$ cat src/rtl/trld_pkg.sv
// shared types and codes of the tile residency directory
package trld_pkg;

    // input transaction codes
    localparam logic [1:0] OP_ACCESS = 2'd0;
    localparam logic [1:0] OP_MARK   = 2'd1;
    localparam logic [1:0] OP_QUERY  = 2'd2;
    localparam logic [1:0] OP_UNUSED = 2'd3;

    // owner query answers
    localparam logic [1:0] OWN_UNKNOWN = 2'd0;
    localparam logic [1:0] OWN_WRITE   = 2'd1;
    localparam logic [1:0] OWN_OTHER   = 2'd2;

    // configuration register indexes
    localparam logic CFG_STRIDE = 1'b0;
    localparam logic CFG_SLOTS  = 1'b1;

    // fixed field widths
    localparam int COORD_W    = 10;
    localparam int STRIDE_W   = 11;
    localparam int IDX_W      = 21;
    localparam int SLOT_OUT_W = 6;
    localparam int EVT_W      = 11;
    localparam int SLOTS_CFG_W = 7;

    localparam logic [STRIDE_W-1:0] STRIDE_RESET = 11'd32;

    // broadcast control for the lru cell row
    typedef struct packed {
        logic clear;    // empty all slots, restore identity order
        logic compare;  // register owner match against the key
        logic step;     // shift in from the neighbor toward the tail and load the tail entry
    } trld_cell_ctl_t;

endpackage

$ cat src/rtl/trld_cell.sv
// one lru position: slot id, owner, access bits and cached version
module trld_cell import trld_pkg::*; #(
    parameter int POS    = 0,
    parameter int SLOT_W = 6,
    parameter int KEY_W  = 11,
    parameter int CNT_W  = 7,
    parameter int VER_W  = 32
) (
    input  logic              clk,
    input  logic              rst_n,
    input  trld_cell_ctl_t    ctl,
    input  logic [KEY_W-1:0]  key,
    input  logic [CNT_W-1:0]  n_used,
    input  logic              seen_in,
    output logic              seen_out,
    // neighbor toward the tail
    input  logic [SLOT_W-1:0] nb_slot,
    input  logic              nb_own_v,
    input  logic [KEY_W-1:0]  nb_owner,
    input  logic [1:0]        nb_acc,
    input  logic [VER_W-1:0]  nb_ver,
    // entry entering at the tail
    input  logic [SLOT_W-1:0] tl_slot,
    input  logic              tl_own_v,
    input  logic [KEY_W-1:0]  tl_owner,
    input  logic [1:0]        tl_acc,
    input  logic [VER_W-1:0]  tl_ver,
    // held entry
    output logic [SLOT_W-1:0] slot,
    output logic              own_v,
    output logic [KEY_W-1:0]  owner,
    output logic [1:0]        acc,
    output logic [VER_W-1:0]  ver,
    output logic              match
);

    logic [SLOT_W-1:0] slot_reg, slot_next;
    logic              own_v_reg, own_v_next;
    logic [KEY_W-1:0]  owner_reg, owner_next;
    logic [1:0]        acc_reg, acc_next;
    logic [VER_W-1:0]  ver_reg, ver_next;
    logic              match_reg, match_next;
    logic              at_tail, before_tail, shift, load_tail;

    assign at_tail     = (CNT_W'(POS + 1) == n_used);
    assign before_tail = (CNT_W'(POS + 1) < n_used);
    assign seen_out    = seen_in | match_reg;
    assign shift       = ctl.step & seen_out & before_tail;
    assign load_tail   = ctl.step & at_tail;

    always_comb
    begin
        slot_next  = slot_reg;
        own_v_next = own_v_reg;
        owner_next = owner_reg;
        acc_next   = acc_reg;
        ver_next   = ver_reg;
        match_next = match_reg;
        if (ctl.compare)
        begin
            match_next = own_v_reg & (owner_reg == key);
        end
        if (ctl.clear)
        begin
            slot_next  = SLOT_W'(POS);
            own_v_next = 1'b0;
            acc_next   = 2'b00;
            match_next = 1'b0;
        end
        else if (load_tail)
        begin
            slot_next  = tl_slot;
            own_v_next = tl_own_v;
            owner_next = tl_owner;
            acc_next   = tl_acc;
            ver_next   = tl_ver;
        end
        else if (shift)
        begin
            slot_next  = nb_slot;
            own_v_next = nb_own_v;
            owner_next = nb_owner;
            acc_next   = nb_acc;
            ver_next   = nb_ver;
        end
    end

    always_ff @(posedge clk or negedge rst_n)
    begin
        if (!rst_n)
        begin
            slot_reg  <= SLOT_W'(POS);
            own_v_reg <= 1'b0;
            acc_reg   <= 2'b00;
            match_reg <= 1'b0;
        end
        else
        begin
            slot_reg  <= slot_next;
            own_v_reg <= own_v_next;
            acc_reg   <= acc_next;
            match_reg <= match_next;
        end
    end

    always_ff @(posedge clk)
    begin
        owner_reg <= owner_next;
        ver_reg   <= ver_next;
    end

    assign slot  = slot_reg;
    assign own_v = own_v_reg;
    assign owner = owner_reg;
    assign acc   = acc_reg;
    assign ver   = ver_reg;
    assign match = match_reg;

endmodule

$ cat config.mk
export PLATFORM = sky130hd
export DESIGN_NAME = trld_cell
export DESIGN_NICKNAME = d
export VERILOG_FILES = /design/src/rtl/trld_pkg.sv /design/src/rtl/trld_cell.sv
export SDC_FILE = /design/constraint.sdc
export NUM_CORES = 1
export LEC_CHECK = 0
export BUFFER_PORTS_ARGS = -buffer_cell sky130_fd_sc_hd__buf_2
export CORE_ASPECT_RATIO = 2
export CORE_MARGIN = 1
export CORE_UTILIZATION = 45
export DETAILED_ROUTE_END_ITERATION = 12
export PLACE_DENSITY_LB_ADDON = 0.1
export SLEW_MARGIN = 20
export SYNTH_ARGS = -nofsm -noshare
export SYNTH_HDL_FRONTEND = slang
export SYNTH_SLANG_ARGS = --single-unit
$ cat constraint.sdc
create_clock -name clk -period 5.2 [get_ports clk]
set_input_delay 0.26 -clock clk [delete_from_list [all_inputs] [get_ports clk]]
set_output_delay 0.26 -clock clk [all_outputs]
set_load 0.01 [all_outputs]
==> results of run 1 <==
[final cells by class]
cell class / count / area [sq um] / share of cell area, %
Clock buffer: 5 / 125 / 3.34
Clock inverter: 3 / 17.5 / 0.468
Inverter: 1 / 3.75 / 0.100
Multi-Input combinational cell: 87 / 1050 / 28.0
Sequential cell: 53 / 1540 / 41.2
Tap cell: 61 / 76.3 / 2.04
Timing Repair Buffer: 184 / 931 / 24.9
[repair_timing]
action,4_1_cts,5_1_grt
resized for setup,0,0
endpoints found under the setup margin,0,0
hold buffers,1,0
endpoints found under the hold margin,10,0
buffers inserted,0,0
[critical path, stage by stage]
cell     delay (ps)
buf_2           110
nor4_4          360
nand4_4         560
buf_4           510
mux2_4          350
[through the flow]
| stage | area, sq um | instances | hold WS [ps] | utilization, % |
|---|---|---|---|---|
| after global routing | 3740 | 394 | 200 | 65.5 |
| after global placement | 3590 | 385 | 133 | 62.9 |
| final | 3740 | 394 | 189 | 65.5 |
| after CTS | 3740 | 394 | 182 | 65.5 |
| after detailed placement | 3590 | 385 | 140 | 62.9 |
| after floorplan | 2650 | 146 | -35.6 | - |
[where the power goes]
group          leakage [nW]  internal (mW)  switching, mW  total [mW]
Combinational          1.32         0.0797         0.0548       0.134
Clock                0.0712          0.177          0.141       0.317
Sequential            0.531          0.482        0.00743       0.489
Total                  1.92          0.738          0.203       0.941
[cells in the mapped netlist]
library cell,n,area [sq um]
nand4b_2,1,15.0
a21o_1,1,7.51
o2bb2ai_1,9,78.8
nor4_1,1,6.26
nand4_1,2,12.5
xnor2_1,6,52.6
xor2_1,5,43.8
inv_1,1,3.75
nor3_1,1,5.00
dfrtp_1,10,250
edfxtp_1,43,1290
nor4_4,1,21.3
nor2_1,1,3.75
nand2_1,1,3.75
nand3b_1,1,7.51
nand4_4,1,21.3
mux2_4,41,616
nand2b_1,1,6.26
a31oi_4,1,21.3
mux2i_1,9,90.1
or2_2,1,6.26
o22ai_1,1,6.26
mux2_2,2,22.5
buf_6,5,56.3
[metal layers]
layer | routed length [um] | global-route usage [%] | vias to the layer above
li1 | - | - | 940
met1 | 1940 | 18.1 | 883
met2 | 3370 | 37.0 | 116
met3 | 473 | 4.68 | 7
met4 | 115 | 8.78 | 0
met5 | 0 | 0 | -
[how the worst min path moves through the flow]
| stage | from | to | slack (ps) | cells after the start |
|---|---|---|---|---|
| after floorplan | rst_n | acc[0] | -40 | 0 |
| after global placement | rst_n | acc[1] | 130 | 1 |
| after detailed placement | rst_n | acc[1] | 140 | 1 |
| after CTS | ctl[1] | match | 180 | 2 |
| after global routing | ctl[1] | match | 200 | 2 |
| final | ctl[1] | match | 190 | 2 |
[cell families after synthesis]
logic type / count (synthesis) / share of synthesized area (%)
and+or+nand+nor: 12 / 4.11
buffers and inverters: 6 / 2.27
muxes: 52 / 27.5
xor gates and xnor gates: 11 / 3.64
DFF: 53 / 58.2
AOI/OAI and AO/OA: 12 / 4.30
==> results.cfg, run 1 <==
[synthesis]
syn-instance-count = 146
netlist_area_sq_mm = 0.00265
ys_seq_area_share_pct = 58.2
synth_seq_cells = 53
syn_nets = 274
synth_cell_types = 24
synth_warnings = 0
postSynthAreaPerCell_sq_um = 18.1

[floorplanning]
die_h_um = 111
io_pins = 182
core_sq_mm = 0.00571
num_rows = 39
die_area_sq_mm = 0.00622
initial_utilization_pct = 46.4
die_x_um = 56.3

[setup_path]
critPathArrivalTime_ps = 2180
rrSetupSlack_ps = 3360
r2r_end = owner[2]
critPathRequiredTime_ps = 5240
end_kind = flop
start_kind = input pin
critPathCapture = ver[9]
r2r_start = match
crit_type = input pin to flop
reg2reg_depth = 5
critPathMaxFanout = 27
critPathLaunch = n_used[6]

[global_route]
grt_max_degree = 44
grt_overflow_total = 0
grt_pass1_wl_mm = 9.03
grt_usage_pct = 19.2
antenna_found_initial = 0
grt_pass1_vias = 1971

[detailed_routing]
ant_nets = 0
drt_iter0_drc = 53
num_vias = 1946
routedWlPerCell_um = 14.9
via_per_inst = 4.94
post-route-drc-count = 0
wl_mm = 5.89
drt_first_pass_iters = 4

[place]
hpwl_mm = 4.75
place.gp.congestion = 0.775
pre_cts_ws_ps = 2710
port_buffers = 181

[finish]
fillers = 460
layout_common_cells = 181 x buf_2, 43 x edfxtp_1, 41 x mux2_4
drive_above_1_share_pct = 71.5
largest_reg_flops = 32
final_common_cell = buf_2
fin_nets = 460
antennaDiodeCount = 0
area_growth_pct = 41.3

[timing]
tightest_slew_ps = 641
setup_tns_ps = 0
rsz0062_at_grt = false
finalHoldViolations = 0
fin_skew_ps = 7.09
finalCritPeriodShare_pct = 41.1
setup_viol = 0
max_freq_mhz = 468
fin_ws_ps = 3060
fin_crit_ps = 2140
slew_headroom_pct = 57.2
drv_slew = 0

[hold_path]
hold_path_class = input pin to flop

[power]
leakage_nw = 1.92
power_mw = 0.941
powerDensity_mw_per_mm2 = 251
max-vdd-ir-drop_v = 0.000221

[clock_tree]
cts_buffers = 5
clk_pin_slew_ps = 70
clock_sinks = 53
cts_root_buf = clkbuf_16
insertion_delay_ps = 290
tritoncts = built
cts-htree-levels = 2
clockBufferDepth = 2

[run_status]
outcome = finished, final reports clean

[flow_run]
maxCapViolCount = 0
Power figures use the tool's default switching activity.
==> run 2: changes to the inputs <==
CORE_UTILIZATION = 38   (was 45)
clock period = 1.85 ns   (was 5.2 ns; I/O delays follow)
==> results.cfg, run 2 (same netlist as run 1, synthesis figures left out) <==
[setup_path]
critPathArrivalTime_ps = 1560
end_kind = flop
reg2reg_depth = 5
critPathRequiredTime_ps = 1890
r2r_end = owner[3]
start_kind = flop
rrSetupSlack_ps = 330
crit_type = flop to flop
r2r_start = match
critPathMaxFanout = 22

[hold_path]
whs_endpoint = match
min_path_cells = 2
min-delay-start = ctl[1]
hold_path_class = input pin to flop

[floorplanning]
io_pins = 182
initial_utilization_pct = 39.7
num_rows = 42
die_x_um = 61.0
die_area_sq_mm = 0.00733
die_h_um = 120
core_sq_mm = 0.00667

[finish]
layout_common_cells = 181 x buf_2, 43 x edfxtp_1, 41 x mux2_4
utilization_pct = 57.8
area_growth_pct = 45.6
antennaDiodeCount = 0
final_common_cell = buf_2
drive_above_1_share_pct = 72.0
largest_reg_flops = 32
final_cells = 424
fin_nets = 463

[timing]
fin_skew_ps = 6.78
finalHoldViolations = 0
drv_slew = 0
finalCritPeriodShare_pct = 82.2
setup_viol = 0
max_freq_mhz = 657
slew_headroom_pct = 77.6
tightest_slew_ps = 334
fin_crit_ps = 1520
rsz0062_at_grt = false

[global_route]
grt_busiest_layer = met2
grt_max_degree = 37
grt_usage_pct = 15.5
grt_overflow_total = 0
met1_usage_pct = 14.6
grt_pass1_wl_mm = 8.23
antenna_found_initial = 0
grt_pass1_vias = 1910
grt_use_met2_pct = 28.3
globalRouteMet3Util_pct = 5.39

[clock_tree]
clock_sinks = 53
cts-htree-levels = 2
clk_pin_slew_ps = 60
tritoncts = built
ctsResizeCount = 0
cts_root_buf = clkbuf_16
cts_buffers = 5
clockBufferDepth = 2
insertion_delay_ps = 290

[detailed_routing]
wl_mm = 5.63
num_vias = 1942
drt_first_pass_iters = 4
post-route-drc-count = 0
ant_nets = 0
drt_iter0_drc = 28
routedWlPerCell_um = 13.3
via_per_inst = 4.58

[power]
switching_share_pct = 20.9
p_clk_share_pct = 34.4
p_sw_mw = 0.562
powerDensity_mw_per_mm2 = 697
combinationalPowerShare_pct = 14.5
leakage_nw = 1.95
pwr-share-seq_pct = 51.1
max-vdd-ir-drop_v = 0.000619
intPower_mw = 2.13

[place]
dpl.cell_count = 415
place.gp.congestion = 0.717
port_buffers = 181
hpwl_mm = 4.59

[run_status]
outcome = finished, final reports clean

[flow_run]
maxCapViolCount = 0
-- run 2: changes by cell type in the layout (fill, tap and decap cells not counted), sizes merged --
cell      change
clkinv        -4
inv           +1
buf           +3
clkinvlp      +1
clkbuf        +2
-- run 2: worst max-delay path: stages, from the launching register on --
cell and delay [ps]:
dfrtp_1 390, or2_4 230, a21o_1 210, nand4b_4 120, clkinvlp_4 140, buf_12 180
-- run 2: worst max path at each step --
| stage | from | slack (ps) | cells past startpoint | to |
|---|---|---|---|---|
| CTS | match | 320 | 5 | owner[8] |
| global placement | n_used[6] | 260 | 6 | ver[25] |
| detailed placement | n_used[6] | 250 | 6 | ver[25] |
| floorplan | match | -200 | 4 | owner[0] |
| global route | match | 280 | 5 | owner[10] |
| finish | match | 330 | 5 | owner[3] |
-- run 2: area by class of cell --
class                   instances  area, sq um
well taps                      88          110
clock inverters                 1         6.26
inverters                       1         7.51
clock buffers                   7          143
flip-flops and latches         53         1540
multi-input cells              87         1060
repair buffers                187          991
fillers                       568         2820
-- run 2: layer usage --
layer / wire (um) / part of all wire (%)
met5: 0 / 0
met4: 106 / 1.9
met1: 1960 / 35
met3: 553 / 9.8
met2: 3020 / 54
-- run 2: power by group through the flow --
stage / Clock (mW) / Combinational (mW) / Sequential, mW
after floorplan: 0 / 0.133 / 1.43
after global placement: 0 / 0.388 / 1.40
after detailed placement: 0 / 0.393 / 1.40
after CTS: 0.953 / 0.396 / 1.38
after global routing: 0.991 / 0.424 / 1.38
final: 0.925 / 0.389 / 1.38
-- run 2: metrics by stage --
step | total power [mW] | TNS, ps | hold WS, ps | worst slack [ps] | area (sq um)
floorplan | 1.57 | -8630 | -203 | -201 | 2660
global placement | 1.79 | 0 | -43.0 | 258 | 3700
detailed placement | 1.80 | 0 | -35.8 | 248 | 3700
CTS | 2.73 | 0 | 14.1 | 318 | 3860
global route | 2.80 | 0 | 29.8 | 277 | 3860
finish | 2.69 | 0 | 22.0 | 329 | 3860
-- run 2: what timing repair did --
item,CTS,global route
hold buffers,1,0
hold endpoints to repair,10,0
buffers inserted,0,0
==> run 3: changes to the inputs <==
clock period = 1.2 ns   (was 1.85 ns; I/O delays follow)
==> results.cfg, run 3 (same netlist as run 1, synthesis figures left out) <==
[run_status]
outcome = complete, but fails checks
failed_checks = negative setup slack

[floorplanning]
die_h_um = 120
initial_utilization_pct = 39.7
die_x_um = 61.0
die_area_sq_mm = 0.00733
num_rows = 42
core_sq_mm = 0.00667
io_pins = 182

[setup_path]
end_kind = flop
r2r_start = match
crit_type = flop to flop
critPathRequiredTime_ps = 1240
reg2reg_depth = 5
rrSetupSlack_ps = -300
critPathMaxFanout = 30
critPathArrivalTime_ps = 1530
r2r_end = ver[3]
start_kind = flop

[finish]
final_common_cell = buf_2
layout_common_cells = 180 x buf_2, 43 x edfxtp_1, 41 x mux2_4
drive_above_1_share_pct = 74.9
final_cells = 439
utilization_pct = 61.3
antennaDiodeCount = 0
largest_reg_flops = 32
design_area_sq_mm = 0.00409
fin_nets = 478
area_growth_pct = 54.5

[clock_tree]
cts_root_buf = clkbuf_16
tritoncts = built
insertion_delay_ps = 290
clockBufferDepth = 2
cts-htree-levels = 2
cts_buffers = 5
clock_sinks = 53
clk_pin_slew_ps = 60

[timing]
slew_headroom_pct = 78.2
finalHoldViolations = 0
max_freq_mhz = 668
drv_slew = 0
setup_viol = 94
fin_ws_ps = -297
fin_crit_ps = 1500
fin_skew_ps = 4.08
tightest_slew_ps = 325
finalCritPeriodShare_pct = 125
setup_tns_ps = -17260
rsz0062_at_grt = true

[global_route]
grt_pass1_vias = 2122
grt_overflow_total = 0
grt_usage_pct = 18.7
grt_max_degree = 31
grt_pass1_wl_mm = 9.64
antenna_found_initial = 0

[detailed_routing]
routedWlPerCell_um = 15.3
drt_first_pass_iters = 4
wl_mm = 6.72
num_vias = 2056
ant_nets = 0
via_per_inst = 4.68
post-route-drc-count = 0
drt_iter0_drc = 37

[power]
leakage_nw = 2.05
power_mw = 4.14
max-vdd-ir-drop_v = 0.00104
powerDensity_mw_per_mm2 = 1010

[place]
place_area_sq_mm = 0.00375
hpwl_mm = 5.08
port_buffers = 181
place.gp.congestion = 0.751
dpl.cell_count = 423

[flow_run]
maxCapViolCount = 0

[hold_path]
whs_endpoint = owner[1]
hold_path_class = input pin to flop
min_path_cells = 2
min-delay-start = nb_owner[1]
==> run 3: cell count changes in the layout (fill, tap and decap cells not counted), sizes merged <==
cell	delta
a31oi	+1
buf	+13
clkinvlp	+1
dlygate4sd3	+1
inv	-1
==> run 3: worst max path at each step <==
stage	start	to	slack, ps	depth (start not counted)
floorplan	match	owner[0]	-850	4
global placement	n_used[6]	ver[3]	-310	6
detailed placement	n_used[6]	ver[3]	-350	6
CTS	match	ver[3]	-300	5
global route	match	owner[7]	-350	5
finish	match	ver[3]	-300	5
==> run 3: power breakdown <==
group	leakage [nW]	switching, mW	total (mW)	internal (mW)
Sequential	0.531	0.0396	2.13	2.09
Clock	0.0641	0.591	1.37	0.775
Combinational	1.46	0.263	0.642	0.379
Total	2.05	0.893	4.14	3.24
==> run 3: timing repair <==
action	in CTS	in global routing
endpoints found under the hold margin	11	0
resized for setup	16	6
pin swaps	6	0
endpoints found under the setup margin	96	96
setup buffers	4	0
cloned	4	0
hold buffers	2	0
==> run 3: area by class of cell <==
class | count | area (sq um)
Sequential cell | 53 | 1540
Clock inverter | 1 | 7.51
Fill cell | 561 | 2580
Tap cell | 88 | 110
Clock buffer | 7 | 133
Multi-Input combinational cell | 88 | 1130
Timing Repair Buffer | 201 | 1160
Inverter | 1 | 7.51
==> run 3: per-stage QoR <==
stage                     worst slack, ps  hold WS (ps)
after floorplan                      -851          -236
after global placement               -312         -73.9
after detailed placement             -353         -72.8
after CTS                            -303          60.2
after global routing                 -353          59.5
final                                -297          67.8
==> run 3: worst max-delay path, stage by stage, from the launching register on <==
cell        delay, ps
dfrtp_1           390
or2_4             230
a21o_1            190
nand4b_4          110
clkinvlp_4        130
buf_12            190
==> run 3: per-layer routing <==
metal	vias up	track usage, %	part of all wire [%]
met1	950	17.4	33
li1	978	-	-
met4	0	5.97	1.3
met5	-	0	0
met3	7	4.20	7.7
met2	121	36.6	58
